File: src/sv/rrfa_pkg.sv
// Package: shared constants, types and the fault ID table of the fault annunciator.
`timescale 1ns / 1ps
package rrfa_pkg;

  localparam int NUM_ENTRIES = 32;
  localparam int ENTRY_LIMIT = (NUM_ENTRIES < 32) ? NUM_ENTRIES : 32;
  localparam int IDX_W = 5;

  localparam logic [12:0] WINDOW_MS = 13'd5000;

  // System modes
  localparam logic [1:0] MODE_STANDBY  = 2'd0;
  localparam logic [1:0] MODE_USER_RUN = 2'd1;
  localparam logic [1:0] MODE_NONE     = 2'd3;  // no mode seen since reset

  // Register indexes (byte address = 4 * index)
  localparam logic [2:0] REG_TICK_PERIOD = 3'd0;
  localparam logic [2:0] REG_ENTRY_COUNT = 3'd1;
  localparam logic [2:0] REG_SHUTDOWN    = 3'd2;
  localparam logic [2:0] REG_NOSTART     = 3'd3;
  localparam logic [2:0] REG_REPORT_ONCE = 3'd4;

  typedef struct packed {
    logic [7:0]  tick_period_ms;
    logic [5:0]  entry_count;
    logic [31:0] shutdown_mask;
    logic [31:0] nostart_mask;
    logic [31:0] report_once_mask;
  } cfg_t;

  typedef struct packed {
    logic [6:0]  display_fault_id;
    logic        shutdown_request;
    logic        nostart_fault;
    logic [12:0] report_time_ms;
    logic [31:0] latched_faults;
  } result_t;

  // Build-time fault ID table; spare entries carry 54 + index.
  function automatic logic [6:0] fault_id(input logic [IDX_W-1:0] idx);
    logic [6:0] id;
    case (idx)
      5'd0:    id = 7'd2;
      5'd1:    id = 7'd3;
      5'd2:    id = 7'd5;
      5'd3:    id = 7'd6;
      5'd4:    id = 7'd32;
      5'd5:    id = 7'd40;
      5'd6:    id = 7'd41;
      5'd7:    id = 7'd44;
      5'd8:    id = 7'd46;
      5'd9:    id = 7'd48;
      5'd10:   id = 7'd49;
      5'd11:   id = 7'd50;
      5'd12:   id = 7'd59;
      5'd13:   id = 7'd63;
      5'd14:   id = 7'd68;
      5'd15:   id = 7'd69;
      5'd16:   id = 7'd70;
      5'd17:   id = 7'd71;
      5'd18:   id = 7'd72;
      5'd19:   id = 7'd73;
      5'd20:   id = 7'd74;
      default: id = 7'd54 + {2'b00, idx};
    endcase
    return id;
  endfunction

endpackage

File: src/sv/rrfa_tick_if.sv
// Interface: tick channel carrying raw fault bits and system mode.
`timescale 1ns / 1ps
interface rrfa_tick_if;
  logic        valid;
  logic        ready;
  logic [31:0] raw_faults;
  logic [1:0]  sys_mode;

  modport source (output valid, output raw_faults, output sys_mode, input ready);
  modport sink (input valid, input raw_faults, input sys_mode, output ready);
endinterface

File: src/sv/rrfa_report_if.sv
// Interface: report channel carrying one annunciator result per tick.
`timescale 1ns / 1ps
interface rrfa_report_if;
  logic        valid;
  logic        ready;
  logic [6:0]  display_fault_id;
  logic        shutdown_request;
  logic        nostart_fault;
  logic [12:0] report_time_ms;
  logic [31:0] latched_faults;

  modport source (output valid, output display_fault_id, output shutdown_request,
                  output nostart_fault, output report_time_ms, output latched_faults,
                  input ready);
  modport sink (input valid, input display_fault_id, input shutdown_request,
                input nostart_fault, input report_time_ms, input latched_faults,
                output ready);
endinterface

File: src/sv/rrfa_cfg.sv
// APB-style configuration register file of the fault annunciator.
`timescale 1ns / 1ps
module rrfa_cfg (
  input  logic          clk,
  input  logic          rst,
  input  logic          psel,
  input  logic          penable,
  input  logic          pwrite,
  input  logic [4:0]    paddr,
  input  logic [31:0]   pwdata,
  output logic [31:0]   prdata,
  output logic          pready,
  output rrfa_pkg::cfg_t cfg
);
  import rrfa_pkg::*;

  logic       wr_en;
  logic [2:0] reg_idx;

  assign pready  = 1'b1;
  assign reg_idx = paddr[4:2];
  assign wr_en   = psel && penable && pwrite && pready;

  always_ff @(posedge clk) begin
    if (rst) begin
      cfg.tick_period_ms   <= 8'd8;
      cfg.entry_count      <= 6'd21;
      cfg.shutdown_mask    <= 32'h0003_FFFF;
      cfg.nostart_mask     <= 32'h0003_FFE0;
      cfg.report_once_mask <= 32'h001C_0010;
    end else if (wr_en) begin
      case (reg_idx)
        REG_TICK_PERIOD: cfg.tick_period_ms   <= pwdata[7:0];
        REG_ENTRY_COUNT: cfg.entry_count      <= pwdata[5:0];
        REG_SHUTDOWN:    cfg.shutdown_mask    <= pwdata;
        REG_NOSTART:     cfg.nostart_mask     <= pwdata;
        REG_REPORT_ONCE: cfg.report_once_mask <= pwdata;
        default: ;
      endcase
    end
  end

  always_comb begin
    case (reg_idx)
      REG_TICK_PERIOD: prdata = {24'd0, cfg.tick_period_ms};
      REG_ENTRY_COUNT: prdata = {26'd0, cfg.entry_count};
      REG_SHUTDOWN:    prdata = cfg.shutdown_mask;
      REG_NOSTART:     prdata = cfg.nostart_mask;
      REG_REPORT_ONCE: prdata = cfg.report_once_mask;
      default:         prdata = 32'd0;
    endcase
  end

endmodule

File: src/sv/rrfa_core.sv
// Annunciator state and the one-tick update: scan, latch, window and display rotation.
`timescale 1ns / 1ps
module rrfa_core (
  input  logic             clk,
  input  logic             rst,
  input  logic             step,
  input  logic [31:0]      raw_faults,
  input  logic [1:0]       sys_mode,
  input  rrfa_pkg::cfg_t   cfg,
  output rrfa_pkg::result_t res
);
  import rrfa_pkg::*;

  logic [IDX_W-1:0] scan_index, scan_index_next;
  logic [IDX_W-1:0] show_index, show_index_next;
  logic [31:0]      fault_flags, fault_flags_next;
  logic [12:0]      report_left, report_left_next;
  logic [12:0]      show_elapsed, show_elapsed_next;
  logic [1:0]       prev_mode;

  logic [5:0]       cnt;
  logic [IDX_W-1:0] show_sel, scan_sel;
  logic [13:0]      elapsed_sum;
  logic [5:0]       scan_nxt;
  logic [6:0]       shown_id;
  logic             fresh, hit, shut, nost;
  logic [12:0]      report_dec;

  always_comb begin
    // entries in use, clamped to 1..limit
    if (cfg.entry_count == 6'd0) begin
      cnt = 6'd1;
    end else if (cfg.entry_count > 6'(ENTRY_LIMIT)) begin
      cnt = 6'(ENTRY_LIMIT);
    end else begin
      cnt = cfg.entry_count;
    end

    // display rotation
    show_sel    = ({1'b0, show_index} >= cnt) ? '0 : show_index;
    elapsed_sum = {1'b0, show_elapsed} + {6'd0, cfg.tick_period_ms};
    show_elapsed_next = '0;
    shown_id          = '0;
    show_index_next   = '0;
    if (report_left != 13'd0) begin
      if (fault_flags[show_sel]) begin
        if (elapsed_sum > {1'b0, WINDOW_MS}) begin
          show_index_next = show_sel + 5'd1;
        end else begin
          show_elapsed_next = elapsed_sum[12:0];
          shown_id          = fault_id(show_sel);
          show_index_next   = show_sel;
        end
      end else begin
        show_index_next = show_sel + 5'd1;
      end
    end

    // window countdown, saturating
    report_dec = (report_left > {5'd0, cfg.tick_period_ms}) ?
                 report_left - {5'd0, cfg.tick_period_ms} : 13'd0;
    report_left_next = report_dec;

    // scan one entry
    scan_sel         = ({1'b0, scan_index} < cnt) ? scan_index : '0;
    hit              = raw_faults[scan_sel];
    fresh            = !fault_flags[scan_sel];
    shut             = hit && fresh && cfg.shutdown_mask[scan_sel];
    nost             = hit && cfg.nostart_mask[scan_sel];
    fault_flags_next = fault_flags;
    fault_flags_next[scan_sel] = hit;
    if (hit && (fresh || !cfg.report_once_mask[scan_sel])) begin
      report_left_next = WINDOW_MS;
    end
    scan_nxt        = {1'b0, scan_sel} + 6'd1;
    scan_index_next = (scan_nxt >= cnt) ? '0 : scan_nxt[IDX_W-1:0];

    // mode reload: every tick in other modes, once on entry to user run
    if (sys_mode == MODE_USER_RUN) begin
      if (prev_mode != MODE_USER_RUN) begin
        report_left_next = WINDOW_MS;
      end
    end else if (sys_mode != MODE_STANDBY) begin
      report_left_next = WINDOW_MS;
    end

    res.display_fault_id = shown_id;
    res.shutdown_request = shut;
    res.nostart_fault    = nost;
    res.report_time_ms   = report_left_next;
    res.latched_faults   = fault_flags_next;
  end

  always_ff @(posedge clk) begin
    if (rst) begin
      scan_index   <= '0;
      show_index   <= '0;
      fault_flags  <= '0;
      report_left  <= '0;
      show_elapsed <= '0;
      prev_mode    <= MODE_NONE;
    end else if (step) begin
      scan_index   <= scan_index_next;
      show_index   <= show_index_next;
      fault_flags  <= fault_flags_next;
      report_left  <= report_left_next;
      show_elapsed <= show_elapsed_next;
      prev_mode    <= sys_mode;
    end
  end

endmodule

File: src/sv/round_robin_fault_annunciator.sv
// Top level: round-robin fault annunciator with tick, report and APB configuration ports.
//
//   port      | dir | kind           | beat
//   ----------+-----+----------------+-----------------------------------------
//   tick      | in  | valid/ready    | raw_faults[31:0], sys_mode[1:0]
//   report    | out | valid/ready    | display_fault_id, shutdown_request,
//             |     |                | nostart_fault, report_time_ms, latched
//   apb       | in  | psel/penable   | 5 x 32-bit registers at 4*index
//
// One tick beat per clock sustained while report.ready holds; a beat passes the
// input register, then the single update pass in rrfa_core, then the result register.
// Reset (rst, synchronous) clears scan/show state, flags and the window,
// loads register defaults; no clearing pass.
// A stalled report side holds the result register; the input register still
// takes one more beat, then tick.ready drops until the result moves.
`timescale 1ns / 1ps
module round_robin_fault_annunciator (
  input  logic        clk,
  input  logic        rst,
  rrfa_tick_if.sink   tick,
  rrfa_report_if.source report,
  input  logic        psel,
  input  logic        penable,
  input  logic        pwrite,
  input  logic [4:0]  paddr,
  input  logic [31:0] pwdata,
  output logic [31:0] prdata,
  output logic        pready
);
  import rrfa_pkg::*;

  cfg_t        cfg;
  result_t     res;
  result_t     res_q;

  // input register
  logic        in_vld;
  logic [31:0] in_raw;
  logic [1:0]  in_mode;

  logic        out_vld;
  logic        fire;    // input register moves through the update pass
  logic        take;    // new tick beat accepted

  assign fire       = in_vld && (!out_vld || report.ready);
  assign tick.ready = !in_vld || fire;
  assign take       = tick.valid && tick.ready;

  rrfa_cfg u_cfg (
    .clk     (clk),
    .rst     (rst),
    .psel    (psel),
    .penable (penable),
    .pwrite  (pwrite),
    .paddr   (paddr),
    .pwdata  (pwdata),
    .prdata  (prdata),
    .pready  (pready),
    .cfg     (cfg)
  );

  rrfa_core u_core (
    .clk        (clk),
    .rst        (rst),
    .step       (fire),
    .raw_faults (in_raw),
    .sys_mode   (in_mode),
    .cfg        (cfg),
    .res        (res)
  );

  always_ff @(posedge clk) begin
    if (rst) begin
      in_vld <= 1'b0;
    end else if (take) begin
      in_vld <= 1'b1;
    end else if (fire) begin
      in_vld <= 1'b0;
    end
  end

  always_ff @(posedge clk) begin
    if (take) begin
      in_raw  <= tick.raw_faults;
      in_mode <= tick.sys_mode;
    end
  end

  // result register
  always_ff @(posedge clk) begin
    if (rst) begin
      out_vld <= 1'b0;
    end else if (fire) begin
      out_vld <= 1'b1;
    end else if (report.ready) begin
      out_vld <= 1'b0;
    end
  end

  always_ff @(posedge clk) begin
    if (fire) begin
      res_q <= res;
    end
  end

  assign report.valid            = out_vld;
  assign report.display_fault_id = res_q.display_fault_id;
  assign report.shutdown_request = res_q.shutdown_request;
  assign report.nostart_fault    = res_q.nostart_fault;
  assign report.report_time_ms   = res_q.report_time_ms;
  assign report.latched_faults   = res_q.latched_faults;

`ifndef ASSERT_OFF
  a_window_bound: assert property (@(posedge clk) disable iff (rst)
    out_vld |-> res_q.report_time_ms <= WINDOW_MS)
    else $error("report window above 5000 ms");

  a_other_mode_reload: assert property (@(posedge clk) disable iff (rst)
    fire && (in_mode != MODE_STANDBY) && (in_mode != MODE_USER_RUN)
      |=> out_vld && (res_q.report_time_ms == WINDOW_MS))
    else $error("other mode did not reload the window");

  a_shutdown_latched: assert property (@(posedge clk) disable iff (rst)
    out_vld && res_q.shutdown_request |-> res_q.latched_faults != 32'd0)
    else $error("shutdown request without a latched fault");

  a_input_held: assert property (@(posedge clk) disable iff (rst)
    in_vld && !fire |=> in_vld && $stable(in_raw) && $stable(in_mode))
    else $error("buffered tick lost while stalled");
`endif

endmodule

File: src/flat_wrapper.sv
// flat-port wrapper written by rule: the top's interface ports become plain ports
module round_robin_fault_annunciator_flat import rrfa_pkg::*;
  (clk, rst, psel, penable, pwrite, paddr, pwdata, prdata, pready, tick_valid, tick_raw_faults, tick_sys_mode, tick_ready, report_valid, report_display_fault_id, report_shutdown_request, report_nostart_fault, report_report_time_ms, report_latched_faults, report_ready);
  rrfa_tick_if tick_i ();
  rrfa_report_if report_i ();
  input  logic clk;
  input  logic rst;
  input  logic psel;
  input  logic penable;
  input  logic pwrite;
  input  logic [4:0] paddr;
  input  logic [31:0] pwdata;
  output logic [31:0] prdata;
  output logic pready;
  input wire logic [$bits(tick_i.valid)-1:0] tick_valid;
  input wire logic [$bits(tick_i.raw_faults)-1:0] tick_raw_faults;
  input wire logic [$bits(tick_i.sys_mode)-1:0] tick_sys_mode;
  output wire logic [$bits(tick_i.ready)-1:0] tick_ready;
  output wire logic [$bits(report_i.valid)-1:0] report_valid;
  output wire logic [$bits(report_i.display_fault_id)-1:0] report_display_fault_id;
  output wire logic [$bits(report_i.shutdown_request)-1:0] report_shutdown_request;
  output wire logic [$bits(report_i.nostart_fault)-1:0] report_nostart_fault;
  output wire logic [$bits(report_i.report_time_ms)-1:0] report_report_time_ms;
  output wire logic [$bits(report_i.latched_faults)-1:0] report_latched_faults;
  input wire logic [$bits(report_i.ready)-1:0] report_ready;
  assign tick_i.valid = tick_valid;
  assign tick_i.raw_faults = tick_raw_faults;
  assign tick_i.sys_mode = tick_sys_mode;
  assign tick_ready = tick_i.ready;
  assign report_valid = report_i.valid;
  assign report_display_fault_id = report_i.display_fault_id;
  assign report_shutdown_request = report_i.shutdown_request;
  assign report_nostart_fault = report_i.nostart_fault;
  assign report_report_time_ms = report_i.report_time_ms;
  assign report_latched_faults = report_i.latched_faults;
  assign report_i.ready = report_ready;
  round_robin_fault_annunciator u_core (.clk(clk), .rst(rst), .tick(tick_i), .report(report_i), .psel(psel), .penable(penable), .pwrite(pwrite), .paddr(paddr), .pwdata(pwdata), .prdata(prdata), .pready(pready));
endmodule
File: config.mk
export PLATFORM = sky130hd
export DESIGN_NAME = round_robin_fault_annunciator_flat
export DESIGN_NICKNAME = d
export VERILOG_FILES = /design/src/sv/rrfa_pkg.sv /design/src/sv/rrfa_tick_if.sv /design/src/sv/rrfa_report_if.sv /design/src/sv/rrfa_cfg.sv /design/src/sv/rrfa_core.sv /design/src/sv/round_robin_fault_annunciator.sv /design/src/flat_wrapper.sv
export SDC_FILE = /design/constraint.sdc
export NUM_CORES = 1
export LEC_CHECK = 0
export BUFFER_PORTS_ARGS = -buffer_cell sky130_fd_sc_hd__clkbuf_2
export CAP_MARGIN = 20
export CORE_ASPECT_RATIO = 0.7
export CORE_MARGIN = 10
export CORE_UTILIZATION = 55
export DETAILED_ROUTE_END_ITERATION = 16
export GPL_TIMING_DRIVEN = 0
export PLACE_DENSITY = 0.75
export SYNTH_ARGS = -nofsm -noshare
export SYNTH_HDL_FRONTEND = slang
export SYNTH_SLANG_ARGS = --single-unit
File: constraint.sdc
create_clock -name clk -period 12.3 [get_ports clk]
set_input_delay 0 -clock clk [delete_from_list [all_inputs] [get_ports clk]]
set_output_delay 0 -clock clk [all_outputs]
set_load 0.01 [all_outputs]
Word-level counts from Yosys, hierarchy flattened
Cells that the tools add are included.
{"block": "totals", "regBits": 270, "inputBits": 78, "out_inout_bits": 89}
{"block": "classes", "add_sub_neg": 5, "order_cmp": 9, "eq_ne": 26, "n_mux": 37, "n_bitwise": 2, "n_reduce_logical": 29}
{"op": "$pmux W32 S5", "count": 1}
{"op": "$pmux W7 S21", "count": 1}
{"op": "$mux W13", "count": 8}
{"op": "$eq A5 B4 Y1 const B", "count": 8}
{"op": "$bwmux W32", "count": 1}
{"op": "$bmux W1 S5", "count": 6}
{"op": "$mux W5", "count": 6}
{"op": "$eq A5 B5 Y1 const B", "count": 5}
{"op": "$eq A5 B3 Y1 const B", "count": 4}
{"op": "$add A13 B8 Y14", "count": 1}
{"op": "$gt A14 B13 Y1 const B", "count": 1}
{"op": "$gt A13 B8 Y1", "count": 1}
{"op": "$reduce_bool A13 Y1", "count": 1}
{"op": "$sub A13 B8 Y13", "count": 1}
{"op": "$lt A5 B6 Y1 const B", "count": 2}
{"op": "$mux W6", "count": 2}
{"op": "$mux W1", "count": 11}
{"op": "$eq A5 B2 Y1 const B", "count": 2}
{"op": "$reduce_and A2 Y1", "count": 5}
{"op": "$logic_and A1 B1 Y1", "count": 9}
{"op": "$add A6 B5 Y7 const A", "count": 1}
{"op": "$add A5 B1 Y6 const B", "count": 1}
{"op": "$eq A3 B2 Y1 const B", "count": 2}
{"op": "$ge A5 B6 Y1", "count": 1}
{"op": "other kinds (19)", "count": 27}

Longest topological paths before layout
Gate-level depths: netlist of the first run.
{"block": "depth", "depth_word": 13, "mapped_depth": 21, "mapped_depth_nobuf": 19}

By module
A second synthesis of the first run with hierarchy kept.
{"block": "hier_totals", "cells_unflattened": 1602, "hier_area_um2": 15139.5}
{"mod": "rrfa_core", "n_inst": 1, "cells_each": 956, "area_each_um2": 7154.4}
{"mod": "rrfa_cfg", "n_inst": 1, "cells_each": 548, "area_each_um2": 5238.8}
{"mod": "round_robin_fault_annunciator", "n_inst": 1, "cells_each": 98, "area_each_um2": 2746.4}

Worst setup path before layout of the first run
Ideal clock, no wire load.
{"block": "synth_timing", "path_type": "reg2reg", "start": "register, netlist name u_core.u_cfg.cfg[97]", "end": "register u_core.res_q, in the netlist u_core.report.display_fault_id[2] (data pin)", "arrival_time_ns": 3.885, "required_ns": 12.034, "setup_slack_ns": 8.149, "path_stages_with_launch": 22, "synth_period_minus_slack_ns": 4.151, "cell_sequence": "dfxtp_1 > nor4_2 > nor2_1 > nor2_1 > ha_1 > nand2b_1 > a211oi_1 > o22a_1 > clkbuf_1 > nand2_1 > inv_1 > ha_1 > or2_2 > clkbuf_1 > nor2_1 > o21bai_1 > a32oi_1 > o22ai_1 > nand2b_1 > nor2_1 > a2111oi_0 > nor2_1"}
{"block": "synth_between", "elab_chain_cells": 9, "elab_cells_between_ends": 33}
{"item": "$gt A6 B6 Y1", "line_no": "rrfa_core.sv:33", "rtl": "end else if (cfg.entry_count > 6'(ENTRY_LIMIT)) begin"}
{"item": "$mux W6", "line_no": "rrfa_core.sv:33"}
{"item": "$mux W6 *", "line_no": "rrfa_core.sv:31", "rtl": "if (cfg.entry_count == 6'd0) begin"}
{"item": "$ge A5 B6 Y1 *", "line_no": "rrfa_core.sv:40", "rtl": "show_sel = ({1'b0, show_index} >= cnt) ? '0 : show_index;"}
{"item": "$mux W5 *", "line_no": "rrfa_core.sv:40"}
{"item": "parallel branches: the longest is 4 deep, another holds $add A6 B5 Y7"}
{"item": "to (signal assigned)", "line_no": "round_robin_fault_annunciator.sv:102", "rtl": "res_q <= res;"}
{"item": "to (decl)", "line_no": "round_robin_fault_annunciator.sv:34", "rtl": "result_t res_q;"}
Every way passes the cells marked *. The select of a mux whose other input is x is not followed.
A chain may end at the register's enable or synchronous reset.

Worst setup path after layout of the first run
{"block": "layout_timing", "start": "register, netlist name u_core.u_cfg.cfg[97]", "end": "register u_core.res_q, in the netlist u_core.report.display_fault_id[0] (data pin)"}
{"block": "layout_between", "elab_chain_cells": 9, "elab_cells_between_ends": 33}
{"item": "$gt A6 B6 Y1", "line_no": "rrfa_core.sv:33"}
{"item": "$mux W6", "line_no": "rrfa_core.sv:33"}
{"item": "$mux W6 *", "line_no": "rrfa_core.sv:31"}
{"item": "$ge A5 B6 Y1 *", "line_no": "rrfa_core.sv:40"}
{"item": "$mux W5 *", "line_no": "rrfa_core.sv:40"}
{"item": "parallel branches: the longest is 4 deep, another holds $add A6 B5 Y7"}
Marked as above.

==> results of run 1 <==
## metrics by stage
step | hold slack [ps] | std cells
floorplan | 98.9 | 1681
global placement | 178 | 2200
detailed placement | 179 | 2200
CTS | 7.84 | 2323
global route | 37.8 | 2324
finish | 32.9 | 2324
## area by class of cell
type                            count  area (um^2)  share of cell area, %
Buffer                            122          513                   2.92
Clock buffer                       32          737                   4.20
Clock inverter                     20          191                   1.09
Inverter                           33          126                  0.719
Multi-Input combinational cell   1256         7740                   44.1
Sequential cell                   270         6290                   35.8
Tap cell                          357          447                   2.54
Timing Repair Buffer              234         1530                   8.69
## cells by family (layout without fill, tap and decap cells)
kind of cell | count (synthesis) | count (layout)
adders and majority gates | 41 | 41
and+or+nand+nor | 694 | 694
buffers and inverters | 155 | 441
other | 1 | 1
xor gates and xnor gates | 17 | 17
AOI/OAI and AO/OA | 371 | 371
DFF | 270 | 270
muxes | 132 | 132
## how the worst max path moves through the flow
stage | end | slack, ps | cells past startpoint
after floorplan | u_core.report.display_fault_id[2] | 8150 | 21
after global placement | u_core.report.display_fault_id[0] | 7210 | 19
after detailed placement | u_core.report.display_fault_id[0] | 7260 | 19
after CTS | u_core.report.display_fault_id[0] | 7230 | 19
after global routing | u_core.report.display_fault_id[0] | 6660 | 19
final | u_core.report.display_fault_id[0] | 7110 | 19
## cell usage in the layout, fill, tap and decap left out, types with 12 or more instances in the layout
cell           count
dfxtp_1          182
a21oi_1          141
nand2b_1          16
a211oi_1          23
nor2b_1           20
clkbuf_1          95
nor3_1            28
mux4_2            18
a22oi_1           14
nor2_1           100
ha_1              39
edfxtp_1          88
mux2_2            43
o22ai_1           14
nand4_1           13
clkbuf_16         29
nand3_1           66
a31oi_1           18
o21ai_0           62
nand2_1          389
inv_1             30
dlygate4sd3_1     71
clkbuf_2         162
buf_2             12
mux2i_1           71
## state kept, by name, summed over array words and instances (netlist names), 2 cells and up
signal and flops:
u_core.u_core.show_index 5, u_core.in_raw 32, u_core.u_core.report_left 13, u_core.u_core.scan_index 5
u_core.u_cfg.cfg 110, u_core.report.display_fault_id 7, u_core.u_core.show_elapsed 13, u_core.report.latched_faults 32
u_core.u_core.fault_flags 32, u_core.u_core.prev_mode 2, u_core.in_mode 2, u_core.report.report_time_ms 13
## cells in the mapped netlist, types with 6 or more instances
cell,count,share of area [%]
clkbuf_1,93,2.4
nor2_1,100,2.6
a21oi_1,141,4.8
and2_1,6,0.26
a221oi_1,10,0.60
a211o_1,8,0.48
edfxtp_1,88,18
and3_1,10,0.43
buf_2,11,0.38
nor4_1,8,0.34
a21o_1,9,0.46
ha_1,39,3.3
mux2i_1,71,4.8
nand4_1,13,0.55
nand3b_1,6,0.31
buf_1,11,0.28
or2_2,7,0.30
nand2_1,389,10
a221o_1,8,0.55
mux2_2,43,3.3
xor2_1,7,0.42
nand2b_1,16,0.68
o22ai_1,14,0.60
o21ai_0,62,2.1
a211oi_1,23,1.2
nand3_1,66,2.3
nor2b_1,20,0.85
xnor2_1,10,0.60
nor3_1,28,0.96
o21a_1,6,0.31
mux4_2,18,2.8
dfxtp_1,182,25
or3_1,7,0.30
a22oi_1,14,0.72
o211ai_1,7,0.36
a31oi_1,18,0.77
inv_1,30,0.77
## power groups by stage
stage	Combinational (mW)	Sequential (mW)	Clock [mW]
finish	0.291	0.956	0.874
global route	0.310	0.957	0.914
CTS	0.281	0.955	0.877
detailed placement	0.262	0.974	0
global placement	0.260	0.975	0
floorplan	0.160	0.975	0
## layer usage
layer / wire, um / part of all wire (%) / up-vias
met5: 0 / 0 / -
li1: - / - / 6532
met3: 6320 / 12 / 96
met4: 1280 / 2.5 / 0
met2: 22400 / 43 / 899
met1: 21800 / 42 / 6851
## worst min-delay path, cell delays in order
cell	delay, ps
clkbuf_2	90
nand4_1	180
nor2_1	130
nand2_1	90
a21oi_1	50
==> results.json, run 1 <==
{
  "path_delay_family": "compound AO/OA/AOI/OAI gates",
  "grt_util_met1_pct": 41.0,
  "clock.fmax_mhz": 193,
  "power_switching_mw": 0.581,
  "wire_per_inst_um": 22.3,
  "holdCritPathClass": "input port to flop",
  "insertion_delay_ps": 570,
  "ys_async_sr_fraction_pct": 0,
  "power_density_nw_per_um2": 121,
  "pin_count": 167,
  "swShare_pct": 27.4,
  "fp.dieArea_um2": 33700,
  "ir_drop_mv": 0.167,
  "synth_top_family_by_area": "simple AND/OR/NAND/NOR gates",
  "drc": 0,
  "stdcell_area_um2": 17600,
  "power_frac_clock_pct": 41.2,
  "holdPathStages": 5,
  "pwr-share-comb_pct": 13.7,
  "routabilityCongestion": 1.01,
  "grt-ovfl-total": 0,
  "drt_pass1_iterations": 6,
  "clock-root-buffer": "clkbuf_16",
  "min-delay-start": "pwrite",
  "grt_max_degree": 64,
  "critPathKind": "flop to flop",
  "dpl-instance-area_um2": 15900,
  "rr_endpoint": "u_core.report.display_fault_id[0]",
  "p_leak_nw": 6.86,
  "postCtsSetupBuffers": 0,
  "synth_compound_area_share_pct": 16.3,
  "ys_seq_elements": 270,
  "cts_tree": "done",
  "cts.clk_slew.worst_paths_ps": 60,
  "cp-start-kind": "flop",
  "cp_common_cell": "nor2_1",
  "syn_to_final_growth_pct": 19.8,
  "numCtsBuffers": 28,
  "cts_buffer_depth": 3,
  "routed_wl_mm": 51.8,
  "cts_sinks": 270,
  "finClkSkew_ps": 11.3,
  "ant_nets": 0,
  "start_util_pct": 56.5,
  "final.period_utilization_pct": 42.2,
  "synth_fa_ha_area_share_pct": 3.60,
  "gr-usage-met3_pct": 7.74,
  "cp_max_fo": 10,
  "drive_above_1_share_pct": 16.1,
  "die_x_um": 215,
  "yosysSeqAreaShare_pct": 42.9,
  "coreArea_um2": 25900,
  "finalHoldViolCount": 0,
  "nets": 2064,
  "p_int_mw": 1.54,
  "final.min_clock_period_ps": 5190,
  "dpl.hpwl_mm": 37.3,
  "startpoint": "u_core.u_cfg.cfg[97]",
  "ys_warn_count": 0,
  "grt.total_usage_pct": 29.5,
  "rr_startpoint": "u_core.u_cfg.cfg[97]",
  "worstPathCellList": "nor4_2 -> nor2_1 -> nor2_1 -> ha_1 -> nand2b_1 -> a211oi_1 -> o22a_1 -> clkbuf_1 -> nand2_1 -> ha_1 -> or2_2 -> clkbuf_1 -> nor2_1 -> o21bai_1 -> a32oi_1 -> o22ai_1 -> a21oi_1 -> a211oi_1 -> a221oi_1",
  "syn_nets": 1800,
  "die_y_um": 157,
  "ff2ff_path_depth": 19,
  "antenna_found_initial": 0,
  "busiest_layer": "met2",
  "min_to": "u_core.u_cfg.cfg[32]",
  "synth_area_per_cell_um2": 8.72,
  "ys.flop_type": "dfxtp_1",
  "via_per_inst": 6.19,
  "yosys.area_share.simple_pct": 21.0,
  "cp.required_ps": 12630,
  "slew_headroom_pct": 23.3,
  "rows": 49,
  "diodes": 0,
  "postCtsHoldBufs": 71,
  "slew_viol_final": 0,
  "finalPower_mw": 2.12,
  "p_seq_share_pct": 45.1,
  "max_stage_delay_ps": 500,
  "place_ws_ps": 7260,
  "rsz0062_at_grt": "false",
  "cts_resized": 0,
  "drt_iter0_drc": 1915,
  "finalSetupTns_ps": 0,
  "ys_types": 84,
  "cp_num_buf_inv": 2,
  "drv_cap": 0,
  "cp.arrival_ps": 5520,
  "final_util_pct": 67.7,
  "layout_setup_ws_ps": 7110,
  "synth_area_um2": 14700,
  "cts_htree_levels": 1,
  "reg2reg_slack_ps": 7110,
  "worst_pin_slew_ps": 1150,
  "synthMuxAreaShare_pct": 10.9,
  "synthCells": 1681,
  "setup_viol": 0,
  "crit_slowest_cell": "nor4_2",
  "grt_first_pass_wirelength_mm": 79.0,
  "status": "complete, no violations",
  "grt_util_met2_pct": 45.1,
  "crit_path_end_kind": "flop",
  "fillers": 2164,
  "port_buffers": 162,
  "synth-edff-count": 88,
  "vias": 14378,
  "synthXorXnorAreaFrac_pct": 1.02,
  "grt_pass1_vias": 13419
}
Note: power is estimated with default switching activity, not from simulation.
==> inputs of run 2 (changes only) <==
--- a/config.mk
+++ b/config.mk
@@ -5,14 +5,15 @@
 export SDC_FILE = /design/constraint.sdc
 export NUM_CORES = 1
 export LEC_CHECK = 0
+export ABC_AREA = 1
 export BUFFER_PORTS_ARGS = -buffer_cell sky130_fd_sc_hd__clkbuf_2
 export CAP_MARGIN = 20
 export CORE_ASPECT_RATIO = 0.7
 export CORE_MARGIN = 10
-export CORE_UTILIZATION = 55
+export CORE_UTILIZATION = 54
 export DETAILED_ROUTE_END_ITERATION = 16
 export GPL_TIMING_DRIVEN = 0
-export PLACE_DENSITY = 0.75
+export PLACE_DENSITY = 0.76
 export SYNTH_ARGS = -nofsm -noshare
 export SYNTH_HDL_FRONTEND = slang
 export SYNTH_SLANG_ARGS = --single-unit
==> constraint.sdc (replaced) <==
create_clock -name clk -period 4.7 [get_ports clk]
set_input_delay 0 -clock clk [delete_from_list [all_inputs] [get_ports clk]]
set_output_delay 0 -clock clk [all_outputs]
set_load 0.01 [all_outputs]
==> run 2 against run 1 <==
Compared with the run above:
- cell count increased by 15%
- power increased to 2.7 times the previous value
- routed wire length increased by 7.2%
- clock skew increased by 1.9 ps
- count of clock-buffer cells in the layout increased by 3
- critical path depth increased by 4
- first-iteration DRC count increased by 26%
- fmax increased by 18%
- worst hold slack improved by 39 ps
- worst setup slack got worse by 6800 ps
- synthesized area increased by 1.8%
- die area increased by 3.3%
- largest power group unchanged
==> results.json, run 2 <==
{
  "status": "complete, no violations",
  "vias": 15792,
  "cp.arrival_ps": 4880,
  "rows": 50,
  "crit_slowest_cell": "dfxtp_1",
  "ir_drop_mv": 0.330,
  "synth_top_family_by_area": "simple AND/OR/NAND/NOR gates",
  "synth-edff-count": 88,
  "final_cell_mix": "nand2_1 (459), nor2_1 (234), inv_1 (225)",
  "syn_to_final_growth_pct": 19.7,
  "cts.clk_slew.worst_paths_ps": 60,
  "synth_area_um2": 14900,
  "wire_per_inst_um": 20.7,
  "pin_count": 167,
  "antenna_found_initial": 0,
  "critPathKind": "flop to flop",
  "drive_above_1_share_pct": 13.3,
  "ys_top_cells_by_area": "dfxtp_1 (24%), edfxtp_1 (18%), nand2_1 (12%)",
  "diodes": 0,
  "cp_max_fo": 10,
  "ys_types": 61,
  "ys_async_sr_fraction_pct": 0,
  "grt_first_pass_wirelength_mm": 85.3,
  "yosysTopAreaCellShare_pct": 24.4,
  "synth_common_cells": "nand2_1 (459), nor2_1 (235), inv_1 (225)",
  "cts_htree_levels": 1,
  "rr_startpoint": "u_core.u_cfg.cfg[96]",
  "power_density_nw_per_um2": 325,
  "max_stage_delay_ps": 380,
  "synth_area_per_cell_um2": 7.35,
  "drt_iter0_drc": 2415,
  "drc": 0,
  "synthCells": 2032,
  "insertion_delay_ps": 560,
  "cp_num_buf_inv": 4,
  "clock-root-buffer": "clkbuf_16",
  "cts_buffer_depth": 3,
  "via_per_inst": 5.89,
  "ant_nets": 0,
  "min_to": "u_core.u_cfg.cfg[96]",
  "port_buffers": 162,
  "slew_headroom_pct": 26.1,
  "synth_fa_ha_area_share_pct": 3.54,
  "ff2ff_path_depth": 23,
  "grt.total_usage_pct": 30.7,
  "cp.required_ps": 5170,
  "final.min_clock_period_ps": 4410,
  "dpl.hpwl_mm": 40.5,
  "worstPathCellList": "nor2_1 -> nand2_1 -> o21ai_1 -> nand2_1 -> ha_1 -> nand3_2 -> inv_2 -> a21oi_4 -> nand3_4 -> buf_6 -> buf_6 -> nor2_2 -> inv_2 -> nor2_1 -> xor2_1 -> ha_1 -> a21oi_1 -> nor2_1 -> a211oi_1 -> o21ai_0 -> nor2_2 -> nand2_1 -> a21oi_1",
  "setup_viol": 0,
  "coreArea_um2": 27000,
  "stdcell_area_um2": 17900,
  "rr_endpoint": "u_core.u_core.scan_index[0]",
  "fillers": 2328,
  "finalHoldViolCount": 0,
  "die_y_um": 159,
  "reg2reg_slack_ps": 290,
  "cp-start-kind": "flop",
  "synthXorXnorAreaFrac_pct": 1.29,
  "p_leak_nw": 8.10,
  "start_util_pct": 55.4,
  "yosysSeqAreaShare_pct": 42.1,
  "finalSetupTns_ps": 0,
  "finClkSkew_ps": 13.2,
  "min-delay-start": "paddr[3]",
  "largest_register": "u_core.u_cfg.cfg",
  "holdPathStages": 6,
  "dpl-instance-area_um2": 16200,
  "drt_pass1_iterations": 6,
  "syn_nets": 2151,
  "synth_compound_area_share_pct": 16.6,
  "ys_warn_count": 0,
  "holdCritPathClass": "input port to flop",
  "crit_path_end_kind": "flop",
  "yosysTopAreaCell": "dfxtp_1",
  "postCtsSetupBuffers": 0,
  "grt_pass1_vias": 14673,
  "largest_register_ffs": 110,
  "yosys.area_share.simple_pct": 27.0,
  "synthMuxAreaShare_pct": 0,
  "nets": 2415,
  "path_delay_family": "simple AND/OR/NAND/NOR gates",
  "worst_pin_slew_ps": 1100,
  "multi_input_area_um2": 7230,
  "finalPower_mw": 5.81,
  "routed_wl_mm": 55.5,
  "fp.dieArea_um2": 34800,
  "clock.fmax_mhz": 227,
  "grt-ovfl-total": 0,
  "synth.most_common_cell": "nand2_1",
  "ys.flop_type": "dfxtp_1",
  "die_x_um": 219,
  "slew_viol_final": 0,
  "routabilityCongestion": 0.995,
  "rsz0062_at_grt": "false",
  "cts_tree": "done",
  "cts_sinks": 270,
  "layout_commonest_cell": "nand2_1",
  "seqCellArea_um2": 6290,
  "drv_cap": 0,
  "grt_max_degree": 64,
  "numCtsBuffers": 27,
  "ys_seq_elements": 270,
  "final.period_utilization_pct": 93.8
}
[run 2: final cells by class]
| type | instances | share of cell area (%) |
|---|---|---|
| multi-input cells | 1423 | 40.5 |
| flip-flops and latches | 270 | 35.2 |
| repair buffers | 235 | 8.71 |
| inverters | 239 | 5.04 |
| clock buffers | 35 | 4.30 |
| plain buffers | 100 | 2.90 |
| well taps | 364 | 2.55 |
| clock inverters | 14 | 0.847 |
[run 2: power by group]
part	leakage (nW)	internal (mW)	switching, mW
combinational	5.34	0.319	0.634
clock	0.443	1.32	0.976
sequential	2.32	2.51	0.0576
[run 2: worst max-delay path by stage]
stage,startpoint,end,depth (start not counted)
2_1_floorplan,u_core.u_cfg.cfg[98],u_core.u_core.scan_index[0],23
3_5_place_dp,u_core.u_cfg.cfg[96],u_core.u_core.scan_index[0],24
4_1_cts,u_core.u_cfg.cfg[96],u_core.u_core.scan_index[0],24
6_report,u_core.u_cfg.cfg[96],u_core.u_core.scan_index[0],23
5_1_grt,u_core.u_cfg.cfg[96],u_core.u_core.scan_index[0],23
3_3_place_gp,u_core.u_cfg.cfg[96],u_core.u_core.scan_index[0],24
[run 2: stage by stage]
step	std cells	worst slack (ps)	hold slack (ps)	utilization [%]
3_3_place_gp	2558	481	177	60.1
2_1_floorplan	2032	1180	98.9	-
4_1_cts	2680	259	49.1	66.3
3_5_place_dp	2560	293	179	60.2
6_report	2680	290	71.7	66.3
5_1_grt	2680	1.01	151	66.3
[run 2: metal layers]
layer	GRT usage, %	wire (um)
met5	0	0
met4	6.97	1250
met3	7.53	7870
met2	43.9	22900
met1	45.4	23500
[run 2: timing repair]
| item | 4_1_cts | 5_1_grt |
|---|---|---|
| hold buffers | 71 | 0 |
| gates resized for setup | 0 | 2 |
| endpoints found under the hold margin | 148 | 0 |
| setup endpoints to repair | 0 | 5 |
[run 2: worst min-delay path: stages]
cell and delay [ps]:
clkbuf_2 100, nor3_1 140, inv_1 80, nor2_1 90, nand2_1 70, nand3_1 70
[run 2: cells by family (layout without fill, tap and decap cells)]
family                   count (synthesis)  count (layout)
XOR/XNOR                                22              22
adder cells (fa/ha/maj)                 41              41
AND/OR/NAND/NOR                        925             925
flip-flops                             270             270
AO/OA/AOI/OAI                          434             434
other                                    1               1
buffers and inverters                  339             623
==> inputs of run 3 (changes only) <==
--- a/config.mk
+++ b/config.mk
@@ -5,7 +5,6 @@
 export SDC_FILE = /design/constraint.sdc
 export NUM_CORES = 1
 export LEC_CHECK = 0
-export ABC_AREA = 1
 export BUFFER_PORTS_ARGS = -buffer_cell sky130_fd_sc_hd__clkbuf_2
 export CAP_MARGIN = 20
 export CORE_ASPECT_RATIO = 0.7
==> run 3 against run 2 <==
Compared with the run above:
- clock skew increased by 16 ps
- clock power is 4% lower
- via count down 8.9%
- sequential power fell by 3%
- design area down 1.4%
- worst setup slack lost 100 ps
- sequential share of layout area is 0.51 points higher
- largest cell class unchanged
- largest power group unchanged
==> results.json, run 3 (synthesis gave the netlist of run 1 again) <==
{
  "status": "complete, no violations",
  "routabilityCongestion": 0.995,
  "cp-start-kind": "flop",
  "drive_above_1_share_pct": 16.4,
  "pin_count": 167,
  "insertion_delay_ps": 570,
  "rr_startpoint": "u_core.u_cfg.cfg[101]",
  "critPathKind": "flop to flop",
  "final_util_pct": 65.9,
  "grt_pass1_vias": 13849,
  "grt.total_usage_pct": 29.6,
  "grt_max_degree": 64,
  "start_util_pct": 54.9,
  "finClkSkew_ps": 29.6,
  "rows": 50,
  "dpl.hpwl_mm": 37.0,
  "worstPathCellList": "buf_6 -> inv_1 -> nand2_1 -> ha_1 -> nand4b_4 -> o221ai_4 -> clkbuf_1 -> clkbuf_2 -> ha_1 -> inv_1 -> ha_1 -> a21boi_0 -> o21a_1 -> o21ai_0 -> a21o_1 -> a22oi_1 -> nor2_1",
  "port_buffers": 162,
  "min_to": "u_core.u_cfg.cfg[32]",
  "die_x_um": 217,
  "die_y_um": 158,
  "via_per_inst": 6.17,
  "vias": 14392,
  "power_density_nw_per_um2": 310,
  "cp_max_fo": 10,
  "setup_viol": 0,
  "path_delay_family": "buffers and inverters",
  "drt_iter0_drc": 1971,
  "grt_first_pass_wirelength_mm": 80.1,
  "final.min_clock_period_ps": 4510,
  "wire_per_inst_um": 22.3,
  "crit_path_end_kind": "flop",
  "clock-root-buffer": "clkbuf_16",
  "reg2reg_slack_ps": 190,
  "max_stage_delay_ps": 530,
  "largest_register_ffs": 110,
  "ant_nets": 0,
  "largest_register": "u_core.u_cfg.cfg",
  "cp_common_cell": "ha_1",
  "clock.fmax_mhz": 222,
  "ff2ff_path_depth": 17,
  "slew_headroom_pct": 27.4,
  "cts_buffer_depth": 3,
  "drc": 0,
  "rr_endpoint": "u_core.u_core.scan_index[3]",
  "ir_drop_mv": 0.318,
  "dpl-instance-area_um2": 15900,
  "final.period_utilization_pct": 96.0,
  "cts_htree_levels": 1,
  "cts_tree": "done",
  "cp_num_buf_inv": 5,
  "holdCritPathClass": "input port to flop",
  "layout_commonest_cell": "nand2_1",
  "diodes": 0,
  "cts_sinks": 270,
  "routed_wl_mm": 51.9,
  "slew_viol_final": 0,
  "syn_to_final_growth_pct": 20.1,
  "worst_pin_slew_ps": 1080,
  "crit_slowest_cell": "clkbuf_1",
  "numCtsBuffers": 27,
  "fp.dieArea_um2": 34200,
  "p_leak_nw": 6.89,
  "final_cell_mix": "nand2_1 (389), dfxtp_1 (182), clkbuf_2 (164)",
  "holdPathStages": 5,
  "finalHoldViolCount": 0,
  "antenna_found_initial": 0,
  "drt_pass1_iterations": 6,
  "cp.arrival_ps": 4990,
  "grt-ovfl-total": 0,
  "cp.required_ps": 5170,
  "drv_cap": 0,
  "nets": 2068,
  "coreArea_um2": 26700,
  "cts.clk_slew.worst_paths_ps": 70,
  "finalPower_mw": 5.47,
  "min-delay-start": "psel",
  "stdcell_area_um2": 17600
}
-- run 3: per-layer routing --
| metal | global-route usage, % | wire length [um] |
|---|---|---|
| met1 | 39.1 | 21500 |
| met5 | 0 | 0 |
| met4 | 9.09 | 1470 |
| met3 | 8.16 | 6160 |
| met2 | 46.4 | 22800 |
-- run 3: area by class of cell --
cell class | count | area [um^2]
well taps | 364 | 455
inverters | 33 | 126
flip-flops and latches | 270 | 6290
multi-input cells | 1256 | 7760
repair buffers | 241 | 1590
plain buffers | 120 | 510
fillers | 2230 | 9100
clock inverters | 15 | 156
clock buffers | 34 | 722
-- run 3: metrics by stage --
step           setup WS, ps  hold WS (ps)  std cells  setup TNS (ps)
2_1_floorplan           549          98.9       1681               0
3_3_place_gp           -387           177       2207           -1320
3_5_place_dp           -381           179       2207           -1440
4_1_cts                67.3          6.06       2329               0
5_1_grt               -16.5          83.3       2333           -16.5
6_report                186          56.1       2333               0
-- run 3: report_power, final --
group | internal [mW] | switching [mW]
Combinational | 0.268 | 0.497
Clock | 1.25 | 0.948
Sequential | 2.47 | 0.0314
-- run 3: repair_timing --
item	4_1_cts	5_1_grt
endpoints found under the hold margin	146	0
buffers inserted	0	5
hold buffers	74	0
gates resized for setup	4	7
endpoints found under the setup margin	6	12
pin swaps	0	2
-- run 3: worst max-delay path by stage --
stage	from	to	depth (start not counted)
finish	u_core.u_cfg.cfg[101]	u_core.u_core.scan_index[3]	17
detailed placement	u_core.u_cfg.cfg[97]	u_core.report.display_fault_id[2]	21
floorplan	u_core.u_cfg.cfg[97]	u_core.report.display_fault_id[2]	21
global placement	u_core.u_cfg.cfg[97]	u_core.report.display_fault_id[2]	21
CTS	u_core.u_cfg.cfg[97]	u_core.report.display_fault_id[2]	20
global route	u_core.u_cfg.cfg[100]	u_core.report.display_fault_id[2]	19
-- run 3: tightest hold or removal path: stages --
cell	delay [ps]
clkbuf_2	100
nand4_1	190
nor2_1	130
nand2_1	90
a21oi_1	50
